--- config.mk ---
export PLATFORM = sky130hd
export DESIGN_NAME = sacl_way_select
export DESIGN_NICKNAME = d
export VERILOG_FILES = /design/src/sv/sacl_pkg.sv /design/src/sv/sacl_way_select.sv
export SDC_FILE = /design/constraint.sdc
export NUM_CORES = 1
export LEC_CHECK = 0
export BUFFER_PORTS_ARGS = -buffer_cell sky130_fd_sc_hd__buf_4
export CAP_MARGIN = 20
export CELL_PAD_IN_SITES_DETAIL_PLACEMENT = 1
export CELL_PAD_IN_SITES_GLOBAL_PLACEMENT = 2
export CORE_AREA = 2 2 329 331
export DETAILED_ROUTE_END_ITERATION = 10
export DIE_AREA = 0 0 331 333
export PLACE_DENSITY = 0.58
export SYNTH_ARGS = -nofsm -noshare
export SYNTH_HDL_FRONTEND = slang
export SYNTH_SLANG_ARGS = --single-unit
--- constraint.sdc ---
create_clock -name vclk -period 9.5
set_clock_uncertainty 0.1 [all_clocks]
set_input_delay 0.475 -clock vclk [all_inputs]
set_output_delay 0.475 -clock vclk [all_outputs]
set_load 0.02 [all_outputs]
--- src/sv/sacl_pkg.sv ---
`default_nettype none

package sacl_pkg;

   // Address and result field widths.
   localparam int ADDR_W  = 64;
   localparam int STAMP_W = 32;
   localparam int COUNT_W = 32;

   // Geometry of the tag store.
   localparam int SET_BITS  = 8;
   localparam int WAY_BITS  = 3;
   localparam int NUM_SETS  = 1 << SET_BITS;
   localparam int NUM_WAYS  = 1 << WAY_BITS;
   localparam int SHIFT_W   = 7;

   // Configuration register widths.
   localparam int SIB_W  = 4;
   localparam int WL_W   = 2;
   localparam int OFB_W  = 6;
   localparam int CSR_DW = 6;
   localparam int CSR_IW = 2;

   // Configuration register indexes.
   localparam logic [CSR_IW-1:0] CSR_SET_INDEX_BITS = 2'd0;
   localparam logic [CSR_IW-1:0] CSR_WAYS_LOG2      = 2'd1;
   localparam logic [CSR_IW-1:0] CSR_OFFSET_BITS    = 2'd2;

   // Reset values of the configuration registers.
   localparam logic [SIB_W-1:0] SIB_RESET = 4'd4;
   localparam logic [WL_W-1:0]  WL_RESET  = 2'd1;
   localparam logic [OFB_W-1:0] OFB_RESET = 6'd4;

   localparam logic [STAMP_W-1:0] STAMP_MAX = {STAMP_W{1'b1}};
   localparam logic [COUNT_W-1:0] COUNT_MAX = {COUNT_W{1'b1}};

   // One memory row holds every way of one set.
   typedef struct packed {
      logic [NUM_WAYS-1:0]                valid;
      logic [NUM_WAYS-1:0][ADDR_W-1:0]    tag;
      logic [NUM_WAYS-1:0][STAMP_W-1:0]   stamp;
   } row_type;

   // Outcome of the way search for one transaction.
   typedef struct packed {
      logic                hit;
      logic                evicted;
      logic [WAY_BITS-1:0] way;
   } sel_type;

   typedef enum logic {
      ST_IDLE,
      ST_LOOKUP
   } state_type;

endpackage

`default_nettype wire

--- src/sv/sacl_way_select.sv ---
`default_nettype none

module sacl_way_select (
   input  sacl_pkg::row_type               row,
   input  wire  [sacl_pkg::ADDR_W-1:0]     tag,
   input  wire  [sacl_pkg::WL_W-1:0]       ways_log2,
   output sacl_pkg::sel_type               sel
);
   import sacl_pkg::*;

   logic [WAY_BITS:0]   nways;
   logic                hit;
   logic [WAY_BITS-1:0] hit_way;
   logic                empty_found;
   logic [WAY_BITS-1:0] empty_way;
   logic [WAY_BITS-1:0] victim_way;

   logic [STAMP_W-1:0]  l1_stamp [NUM_WAYS/2];
   logic [WAY_BITS-1:0] l1_way   [NUM_WAYS/2];
   logic [STAMP_W-1:0]  l2_stamp [NUM_WAYS/4];
   logic [WAY_BITS-1:0] l2_way   [NUM_WAYS/4];
   logic [WAY_BITS-1:0] l3_way;

   assign nways = (WAY_BITS+1)'(1) << ways_log2;

   // Lowest way in use that holds the tag, and lowest way in use that is free.
   always_comb begin
      hit         = 1'b0;
      hit_way     = '0;
      empty_found = 1'b0;
      empty_way   = '0;
      for (int j = NUM_WAYS - 1; j >= 0; j--) begin
         if (j < int'(nways) && row.valid[j] && row.tag[j] == tag) begin
            hit     = 1'b1;
            hit_way = WAY_BITS'(j);
         end
         if (j < int'(nways) && !row.valid[j]) begin
            empty_found = 1'b1;
            empty_way   = WAY_BITS'(j);
         end
      end
   end

   // Oldest-stamp tree; on equal stamps the lower way wins at every node.
   always_comb begin
      for (int i = 0; i < NUM_WAYS / 2; i++) begin
         if (row.stamp[2*i+1] < row.stamp[2*i]) begin
            l1_stamp[i] = row.stamp[2*i+1];
            l1_way[i]   = WAY_BITS'(2*i+1);
         end else begin
            l1_stamp[i] = row.stamp[2*i];
            l1_way[i]   = WAY_BITS'(2*i);
         end
      end
      for (int i = 0; i < NUM_WAYS / 4; i++) begin
         if (l1_stamp[2*i+1] < l1_stamp[2*i]) begin
            l2_stamp[i] = l1_stamp[2*i+1];
            l2_way[i]   = l1_way[2*i+1];
         end else begin
            l2_stamp[i] = l1_stamp[2*i];
            l2_way[i]   = l1_way[2*i];
         end
      end
      if (l2_stamp[1] < l2_stamp[0]) begin
         l3_way = l2_way[1];
      end else begin
         l3_way = l2_way[0];
      end
   end

   // The node covering exactly the ways in use gives the victim.
   always_comb begin
      case (ways_log2)
         2'd0:    victim_way = '0;
         2'd1:    victim_way = l1_way[0];
         2'd2:    victim_way = l2_way[0];
         default: victim_way = l3_way;
      endcase
   end

   always_comb begin
      sel.hit     = hit;
      sel.evicted = !hit && !empty_found;
      if (hit) begin
         sel.way = hit_way;
      end else if (empty_found) begin
         sel.way = empty_way;
      end else begin
         sel.way = victim_way;
      end
   end

endmodule

`default_nettype wire

After elaboration in Yosys (flattened, before gate mapping)
Cells that the tools add are included.
{ "totals": {"reg_bits": 0, "elab_cells": 110} }
{ "op_classes": {"n_mux": 48, "n_lt_le_gt_ge": 15, "eq_ne": 10, "reduce_logical": 36, "n_shift": 1} }
{ "ops": {"columns": ["cell", "count"], "rows": [
  ["$eq A64 B64 Y1", 8],
  ["$lt A32 B32 Y1", 7],
  ["$mux W32", 6],
  ["$mux W3", 21],
  ["$logic_and A1 B1 Y1", 25],
  ["$mux W1", 20],
  ["$lt A3 B4 Y1 const A", 4],
  ["$logic_not A1 Y1", 10],
  ["$pmux W3 S3", 1],
  ["$lt A1 B4 Y1 const A", 2],
  ["$lt A2 B4 Y1 const A", 2],
  ["$shl A1 B2 Y4 const A", 1],
  ["$eq A2 B1 Y1 const B", 1],
  ["$eq A2 B2 Y1 const B", 1],
  ["$logic_not A2 Y1", 1]
]} }

Logic depth before layout (Yosys ltp)
{ "depth": {"ltp_word": 14, "ltp_mapped": 33, "ltp_nobuf": 30} }

Worst setup path before layout
No wires, ideal clock.
{ "synth_timing": {"kind": "input to output", "startpoint": "in row[25] in the netlist's numbering", "endpoint": "out sel[1] in the netlist's numbering", "slack_ns": 1.912, "path_buffers": 4, "t_arrival_ns": 7.013, "path_stages": 32, "path_cell_list": "inv_1 -> ha_1 -> a21o_1 -> a221o_1 -> a221o_1 -> nor3_1 -> clkbuf_1 -> buf_1 -> nor2_1 -> a21oi_1 -> ha_1 -> a211oi_1 -> o21ai_0 -> a21o_1 -> and3_1 -> a211o_1 -> a21o_1 -> buf_6 -> buf_4 -> nand2_1 -> o21ai_1 -> ha_1 -> a21o_1 -> a21oi_1 -> o21ai_0 -> a31o_2 -> a2111o_1 -> o221a_2 -> or2_2 -> o31ai_4 -> mux2i_1 -> a32o_1"} }
{ "synth_rtl": {"columns": ["element", "line_no", "source"], "rows": [
  ["start: declaration", "sacl_way_select.sv:4", "input sacl_pkg::row_type row,"],
  ["end: declaration", "sacl_way_select.sv:7", "output sacl_pkg::sel_type sel"]
]} }

==> results.py <==
metrics = {
    "global_routing": {
        "grt_max_degree": 39,
        "antenna_found_initial": 49,
        "grt_remaining_overflow": 0,
        "grt_util_all_layers_pct": 21.6,
        "grt_first_pass_wirelength_mm": 162,
        "grt_pass1_vias": 18900,
    },
    "worst_setup_path": {
        "cp-start-kind": "primary input",
        "worst-path-max-fanout": 32,
        "cp_common_cell": "a21o_1",
        "crit_type": "in -> out",
        "setup.worst_path.start": "row[153]",
        "worstPathArrival_ps": 8270,
        "worst_setup_path_end_kind": "primary output",
        "worstPathRequired_ps": 8930,
        "slowest_stage": "a221oi_1",
        "critPathMaxStageDelay_ps": 740,
        "crit_end": "sel[1]",
    },
    "timing": {
        "grt_setup_unrepaired": "no",
        "tightest_slew_ps": 1050,
        "slew_headroom_pct": 29.7,
        "holdWs_ps": 1470,
        "tns_ps": 0,
        "fin_crit_sh_pct": 93.1,
        "clock.fmax_mhz": 113,
        "period_needed_ps": 8840,
        "finalHoldViolCount": 0,
        "slew_violations": 0,
        "setup_viol_count_final": 0,
    },
    "logic_synthesis": {
        "synth_area_um2": 13700,
        "netlist_instances": 1984,
        "synth.yosys.seq_area_share_pct": 0,
        "syn_nets": 3043,
        "synth_warnings": 0,
        "ys_types": 65,
        "syn_avg_cell_area_um2": 6.89,
    },
    "detailed_routing": {
        "detail-route-antenna-nets": 0,
        "met2_length_mm": 54.6,
        "via_per_inst": 4.38,
        "drc": 0,
        "vias": 18300,
        "drt-met1-wl_mm": 58.9,
        "initialDrtViolationCount": 1356,
        "avgRoutedWirePerCell_um": 29.9,
        "dr.max_layer_used": "met5",
        "dr_wl_met3_mm": 8.93,
        "first_pass_iters": 5,
        "drt-total-wl_mm": 125,
    },
    "floorplanning": {
        "die_h_um": 333,
        "initial_utilization_pct": 12.8,
        "io_pins": 847,
        "coreArea_um2": 107000,
        "die_width_um": 331,
        "dieArea_um2": 110000,
        "row_count": 120,
    },
    "placement": {
        "post-dp-hpwl_mm": 113,
        "port-buffer-count": 847,
        "gp_congestion": 0.910,
    },
    "cells_and_area": {
        "layout.nets": 3810,
        "multiInputGateArea_um2": 12600,
        "nClkBuffers": 0,
        "seq_area_um2": 0,
        "mostFrequentLayoutCell": "buf_4",
        "fill_cells": 13100,
        "drive_gt1_share_pct": 32.5,
        "seq_cell_count": 0,
        "fin_util_pct": 20.3,
        "final_cell_mix": "buf_4, xnor2_1, ha_1, inv_1, nand2_1",
        "syn_to_final_growth_pct": 58.5,
    },
    "power": {
        "pwr_density_cell_nw_per_um2": 74.9,
        "cellLeakagePower_nw": 9.97,
        "irDropWorstVdd_v": 0.0000351,
    },
    "min_path": {
        "worstHoldPathType": "in -> out",
    },
    "run": {
        "drv_cap": 0,
    },
    "run_status": {
        "outcome": "completed",
    },
    "clock_network": {
        "post_cts_buffers": 0,
        "hold_buffers": 0,
        "post_cts_resized": 0,
    },
}
==> worst max-delay path, delay by kind of cell <==
| kind | cells | cell delay [ps] |
|---|---|---|
| AOI/OAI and AO/OA | 16 | 3750 |
| and+or+nand+nor | 5 | 1510 |
| buffers and inverters | 6 | 990 |
| adders and majority gates | 3 | 910 |
| muxes | 2 | 580 |
==> routing by layer <==
| metal | up-vias | GRT usage [%] |
|---|---|---|
| met1 | 8791 | 30.7 |
| li1 | 8580 | - |
| met4 | 12 | 3.44 |
| met2 | 790 | 33.8 |
| met3 | 84 | 4.24 |
| met5 | - | 0 |
==> power by group <==
group          switching (mW)  internal, mW
combinational           0.925         0.698
clock                       0   0.000000314
sequential                  0             0
==> worst min-delay path by stage <==
stage / startpoint / endpoint / depth (start not counted)
6_report: row[768] / sel[0] / 5
5_1_grt: row[768] / sel[0] / 5
4_1_cts: row[768] / sel[3] / 5
3_5_place_dp: row[768] / sel[3] / 5
3_3_place_gp: row[768] / sel[2] / 4
2_1_floorplan: ways_log2[0] / sel[3] / 2
==> logic make-up (layout without fill, tap and decap cells) <==
logic type,after synthesis,in the layout,synth area share (%)
buf+inv,288,1053,8.14
other cells,0,21,0
fa+ha+maj,217,217,19.9
compound gates,436,436,20.1
mux,33,33,2.42
xor+xnor,428,428,27.4
simple gates,582,582,22.1
==> Yosys cell counts, types with 4 or more instances <==
cell type,count,share of area (%)
xnor2_1,323,21
ha_1,217,20
inv_1,184,5.1
nand2_1,149,4.1
a21oi_1,130,4.8
nand4_1,123,5.6
o21ai_0,109,4.0
xor2_1,105,6.7
nor2_1,96,2.6
clkbuf_1,88,2.4
nor4_1,60,2.7
nand2b_1,35,1.6
nand3_1,34,1.2
mux2i_1,32,2.3
nor2b_1,30,1.4
o21ai_1,29,1.1
o22ai_1,25,1.1
a21o_1,24,1.3
nor3_1,18,0.66
and4_1,12,0.77
a2111o_1,10,0.82
a211oi_1,10,0.55
a221oi_1,10,0.64
o2111ai_1,10,0.64
a22o_1,9,0.58
o21a_1,8,0.44
o2bb2ai_1,8,0.51
buf_2,7,0.26
and2_1,6,0.27
and3_1,6,0.27
o211ai_1,6,0.33
a211o_1,5,0.32
buf_1,5,0.14
or2_2,5,0.23
a2111oi_0,4,0.26
a221o_1,4,0.29
o221ai_1,4,0.26
o31ai_1,4,0.22
==> per-stage QoR <==
| stage | instances | worst slack (ps) | area (um^2) | power, mW |
|---|---|---|---|---|
| after floorplan | 1984 | 1910 | 13700 | 0.862 |
| after CTS | 4150 | 150 | 21600 | 1.63 |
| final | 4173 | 659 | 21700 | 1.62 |
| after global routing | 4165 | 35.3 | 21600 | 1.79 |
| after detailed placement | 4150 | 175 | 21600 | 1.63 |
| after global placement | 4150 | 289 | 21600 | 1.62 |
==> layout make-up <==
type                            instances  share of cell area, %
Inverter                              184                   3.19
Antenna cell                           21                  0.243
Multi-Input combinational cell       1696                   58.2
Timing Repair Buffer                  869                   30.3
Tap cell                             1403                   8.10
Note: power is estimated with default switching activity, not from simulation.
